File: src/rtl/pip_pkg.sv
// ----------------------------------------------------------------------------
// Point-in-polygon test: shared package
// Action codes, sequencer states and the control structs passed between the
// sequencer and the edge unit.
// ----------------------------------------------------------------------------
package pip_pkg;

    localparam logic ACT_WRITE = 1'b0;
    localparam logic ACT_TEST  = 1'b1;

    localparam int MIN_VERTICES = 3;

    typedef enum logic [2:0] {
        ST_IDLE  = 3'b001,
        ST_SWEEP = 3'b010,
        ST_DRAIN = 3'b100
    } pip_state_t;

    typedef struct packed {
        logic valid;
        logic first;
        logic last;
    } edge_tag_t;

    typedef struct packed {
        logic valid;
        logic hit;
    } edge_result_t;

endpackage

File: src/rtl/pip_edge_unit.sv
// ----------------------------------------------------------------------------
// Point-in-polygon test: edge unit
// Takes one vertex per cycle from the memory, forms the edge with the vertex
// before it, decides the ray crossing exactly by cross multiplication and
// keeps the even-odd parity of the test in progress.
// ----------------------------------------------------------------------------
module pip_edge_unit
    import pip_pkg::*;
#(
    parameter int CW = 24
) (
    input  logic                  clk,
    input  logic                  rst_n,
    input  edge_tag_t             tag,
    input  logic [2*CW-1:0]       rd_data,
    input  logic signed [CW-1:0]  px,
    input  logic signed [CW-1:0]  py,
    output edge_result_t          result
);

    localparam int D = CW + 1;
    localparam int P = 2 * D;

    edge_tag_t            tag_reg;
    logic signed [CW-1:0] cur_x;
    logic signed [CW-1:0] cur_y;
    logic signed [CW-1:0] prev_x_reg;
    logic signed [CW-1:0] prev_y_reg;
    logic                 straddle;
    logic signed [D-1:0]  a_next;
    logic signed [D-1:0]  dy_next;
    logic signed [D-1:0]  b_next;
    logic signed [D-1:0]  c_next;

    logic                 s1_cand_reg;
    logic                 s1_last_reg;
    logic signed [D-1:0]  s1_a_reg;
    logic signed [D-1:0]  s1_dy_reg;
    logic signed [D-1:0]  s1_b_reg;
    logic signed [D-1:0]  s1_c_reg;

    logic signed [P-1:0]  lhs_next;
    logic signed [P-1:0]  rhs_next;
    logic                 s2_cand_reg;
    logic                 s2_last_reg;
    logic                 s2_dy_pos_reg;
    logic signed [P-1:0]  s2_lhs_reg;
    logic signed [P-1:0]  s2_rhs_reg;

    logic                 left;
    logic                 parity_reg;
    logic                 parity_next;
    logic                 res_valid_reg;
    logic                 res_hit_reg;

    always_comb
    begin
        cur_x    = rd_data[2*CW-1:CW];
        cur_y    = rd_data[CW-1:0];
        straddle = (cur_y > py) != (prev_y_reg > py);
        a_next   = {px[CW-1], px} - {cur_x[CW-1], cur_x};
        dy_next  = {prev_y_reg[CW-1], prev_y_reg} - {cur_y[CW-1], cur_y};
        b_next   = {prev_x_reg[CW-1], prev_x_reg} - {cur_x[CW-1], cur_x};
        c_next   = {py[CW-1], py} - {cur_y[CW-1], cur_y};
    end

    always_ff @(posedge clk or negedge rst_n)
    begin
        if (!rst_n)
        begin
            tag_reg     <= '0;
            s1_cand_reg <= 1'b0;
            s1_last_reg <= 1'b0;
        end
        else
        begin
            tag_reg     <= tag;
            s1_cand_reg <= tag_reg.valid && !tag_reg.first && straddle;
            s1_last_reg <= tag_reg.valid && tag_reg.last;
        end
    end

    always_ff @(posedge clk)
    begin
        if (tag_reg.valid)
        begin
            prev_x_reg <= cur_x;
            prev_y_reg <= cur_y;
        end
        s1_a_reg  <= a_next;
        s1_dy_reg <= dy_next;
        s1_b_reg  <= b_next;
        s1_c_reg  <= c_next;
    end

    assign lhs_next = s1_a_reg * s1_dy_reg;
    assign rhs_next = s1_b_reg * s1_c_reg;

    always_ff @(posedge clk or negedge rst_n)
    begin
        if (!rst_n)
        begin
            s2_cand_reg <= 1'b0;
            s2_last_reg <= 1'b0;
        end
        else
        begin
            s2_cand_reg <= s1_cand_reg;
            s2_last_reg <= s1_last_reg;
        end
    end

    always_ff @(posedge clk)
    begin
        s2_dy_pos_reg <= !s1_dy_reg[D-1];
        s2_lhs_reg    <= lhs_next;
        s2_rhs_reg    <= rhs_next;
    end

    always_comb
    begin
        left        = s2_dy_pos_reg ? (s2_lhs_reg < s2_rhs_reg) : (s2_lhs_reg > s2_rhs_reg);
        parity_next = parity_reg ^ (s2_cand_reg && left);
    end

    // The first vertex of a sweep opens a new transaction and clears the parity.
    always_ff @(posedge clk or negedge rst_n)
    begin
        if (!rst_n)
        begin
            parity_reg    <= 1'b0;
            res_valid_reg <= 1'b0;
            res_hit_reg   <= 1'b0;
        end
        else
        begin
            if (tag_reg.valid && tag_reg.first)
            begin
                parity_reg <= 1'b0;
            end
            else
            begin
                parity_reg <= parity_next;
            end
            res_valid_reg <= s2_last_reg;
            res_hit_reg   <= parity_next;
        end
    end

    assign result.valid = res_valid_reg;
    assign result.hit   = res_hit_reg;

endmodule

File: config.mk
export PLATFORM = sky130hd
export DESIGN_NAME = pip_edge_unit
export DESIGN_NICKNAME = d
export VERILOG_FILES = /design/src/rtl/pip_pkg.sv /design/src/rtl/pip_edge_unit.sv
export SDC_FILE = /design/constraint.sdc
export NUM_CORES = 2
export LEC_CHECK = 0
export ABC_AREA = 1
export BUFFER_PORTS_ARGS = -buffer_cell sky130_fd_sc_hd__buf_2
export CAP_MARGIN = 0
export CORE_AREA = 2 2 350 439
export DETAILED_ROUTE_END_ITERATION = 8
export DIE_AREA = 0 0 352 441
export PLACE_DENSITY_LB_ADDON = 0.12
export SLEW_MARGIN = 20
export SYNTH_ARGS = -nofsm -noshare
export SYNTH_HDL_FRONTEND = slang
export SYNTH_SLANG_ARGS = --single-unit
File: constraint.sdc
create_clock -name clk -period 13.6 [get_ports clk]
set_input_delay 0.68 -clock clk [delete_from_list [all_inputs] [get_ports clk]]
set_output_delay 0.68 -clock clk [all_outputs]
set_load 0.01 [all_outputs]
==> summary.md <==
| Metric | Value |
|---|---|
| Status | `completed` |
| TritonCTS clock tree | `built` |
| Worst-path clk slew | `approximately 0.060 ns` |
| Vias in the first global route | `50300` |
| Multi-input logic area | `45000 µm²` |
| Port Buffer Count | `roughly 100` |
| Site row count | `between 150 and 200` |
| Worst Reg-to-Reg Cells | `20` |
| # setup viols final | `0` |
| Total track usage | `between 20 and 25%` |
| Top cells by area, synth | `fa_1 (44%), inv_1 (14%), nand2_1 (10%)` |
| FF/Latch Area | `between 5000 and 6000 µm²` |
| Sequential cell area fraction in the yosys report | `approximately a tenth` |
| Hold Path Sink | `tag_reg[1]` |
| Worst path cell trace | `nand2_1 -> inv_1 -> fa_1 -> fa_1 -> fa_1 -> inv_1 -> fa_1 -> inv_1 -> fa_1 -> inv_1 -> fa_1 -> inv_1 -> ha_1 -> a21oi_1 -> inv_1 -> a31oi_1 -> o21ai_0 -> a211oi_2 -> o21ai_1 -> xor2_1` |
| Slew headroom | `between 20% and 30%` |
| Core area | `~150000 µm²` |
| Final hold viol count | `0` |
| CTS Buf Count | `38` |
| Distinct cells, synth | `54` |
| Synth Instances | `7307` |
| I/O pin cnt | `roughly 100` |
| Number of fillers in the final layout | `about 15000` |
| Placed cell count | `approximately 9200` |
| Post-synth EDFFs | `48` |
| Reg2reg start | `s1_a_reg[24]` |
| Most area-hungry cell type in the Yosys netlist | `fa_1` |
| Slowest-stage cell, CP | `fa_1` |
| Starting Density | `39.8%` |
| Post-Syn Area | `60200 µm²` |
| Ant. Diodes | `0` |
| CP endpoint kind | `flop` |
| Vias per std cell | `~4.8` |
| Antenna violations before repair | `8` |
| Slew Limit Fails | `0` |
| Fmax | `~0.13 GHz` |
| Antenna Nets Post-Route | `0` |
| Fraction of layout cells with a size suffix above 1 | `4.79%` |
| H-tree Lvls | `2` |
| Startpoint type of the worst setup path | `flop` |
| Non-Filler Instances | `slightly above 9000` |
| WP depth | `20` |
| Maximum clock path buffer count | `3` |
| Top cell type's share of synthesized area | `a little over two fifths` |
| Worst-path maximum fanout | `25` |
| Vias | `roughly 45000` |
| Max Cap Viol | `0` |
| Drt first pass iters | `6` |
| Width of the die | `between 300 and 400 µm` |
| Slew @ Worst Pin | `1.09 ns` |
| CP max stage delay | `between 1 and 1.5 ns` |
| Most common library cell in the layout ignoring fill and taps | `inv_1` |
| #FFs+latches synth | `between 200 and 300` |
| Global-route wire length before repair | `just under 300000 µm` |
| Worst Skew | `around 0.052 ns` |
| Clock root buffer | `clkbuf_16` |
| Final Critical Period | `7.51 ns` |
| Commonest cells after routing, fill and taps aside | `inv_1 (2217), nand2_1 (1623), fa_1 (1320), ha_1 (453), a21oi_1 (242)` |
| Most used DFF post-synth | `dfxtp_1` |
| CP required | `14.05 ns` |
| Arrival time at the worst endpoint | `7.96 ns` |
| RSZ-0062 raised after global routing | `false` |
| Die Area | `roughly 160000 µm²` |
| HP Start | `tag[1]` |
| Buf+Inv Stages, Crit Path | `6` |
| Syn Area/Cell | `between 8 and 9 µm²` |
| Asr flop ratio synth | `roughly 3.9%` |
| Pin count of the biggest net entering global routing | `52` |
| WHS Path Cells | `1` |
| Reg-to-reg slack, setup | `between 6 and 7 ns` |
| Final Cycle Share | `a little under three fifths` |
| Crit-path leading delay family | `adder cells` |
| DRT iter0 DRCs | `approximately 2300` |
| Drt drc | `0` |
| Die Y | `approximately 440 µm` |
| # nets final | `about 9100` |
| DP HPWL | `151000 µm` |
| Clock Latency Late Sink | `about 0.62 ns` |
| Yosys warnings | `0` |
| Crit Path Class | `reg -> reg` |
| Hold Path Class | `in -> reg` |
| Clock Sinks | `259` |
| FF-to-FF End | `s2_lhs_reg[49]` |
| Area added between synthesis and finish | `6.36%` |
| GR Overflow Total | `0` |
| Detail-routed net length per standard cell | `19.7 µm` |
| Final WL | `roughly 180000 µm` |
| Synth Net Count | `between 9000 and 10000` |
| Setup TNS | `0 ns` |
| RePlAce Congestion | `0.921` |
-- metrics by stage --
stage                     hold WS, ns  area [µm²]  setup slack (ns)  utilization, %
after CTS                       0.142       64000              6.00            42.3
after global placement          0.332       62700              6.18            41.5
after global routing            0.160       64000              5.46            42.3
after floorplan                 0.331       60200              7.12               -
final                           0.182       64000              6.09            42.3
after detailed placement        0.336       62700              6.04            41.5
-- worst max path at each step --
stage | endpoint | start | slack (ns)
finish | s2_lhs_reg[49] | s1_a_reg[24] | 6.09
global route | s2_lhs_reg[48] | s1_a_reg[24] | 5.46
CTS | s2_lhs_reg[48] | s1_a_reg[24] | 6.00
detailed placement | s2_lhs_reg[47] | s1_a_reg[24] | 6.04
global placement | s2_rhs_reg[43] | s1_b_reg[24] | 6.18
floorplan | s2_lhs_reg[47] | s1_a_reg[24] | 7.12
-- cell usage after synthesis, types with 11 or more instances --
cell type / number
inv_1: 2217
nand2_1: 1623
fa_1: 1320
ha_1: 453
clkbuf_1: 296
a21oi_1: 242
nor2_1: 216
dfxtp_1: 201
xor2_1: 131
o21ai_0: 99
nand3_1: 78
xnor2_1: 78
edfxtp_1: 48
a31oi_1: 33
nor3_1: 32
a21o_1: 29
nand4_1: 22
o21ai_2: 15
o21bai_1: 15
or2_2: 15
a21oi_2: 14
o21ai_1: 12
and3_1: 11
-- layout make-up --
type,instances,share of cell area [%]
tap,2025,3.96
sequential,259,8.98
clock inverter,19,0.342
multi-input combinational,4529,70.3
inverter,2219,13.0
clock buffer,50,1.65
timing repair buffer,183,1.75
-- cell families after synthesis --
family | synth area share [%]
buf+inv | 15.7
simple gates | 13.3
fa+ha+maj | 53.3
compound gates | 5.10
flops | 9.50
xor+xnor | 3.04
-- layer usage --
metal | vias up | routed length, µm | track usage (%)
li1 | 20700 | - | -
met1 | 22900 | 76800 | 30.4
met2 | 900 | 95500 | 45.7
met3 | 296 | 5490 | 1.82
met4 | 0 | 5330 | 6.69
met5 | - | 0 | 0
-- what timing repair did --
action / in CTS / in global routing
hold buffers: 1 / 0
resized for setup: 0 / 0
hold endpoints to repair: 10 / 0
buffers inserted: 0 / 0
Power is left out: the tool's default activity adds up to more than one toggle a clock period on the data nets, which glitch-free logic cannot reach.
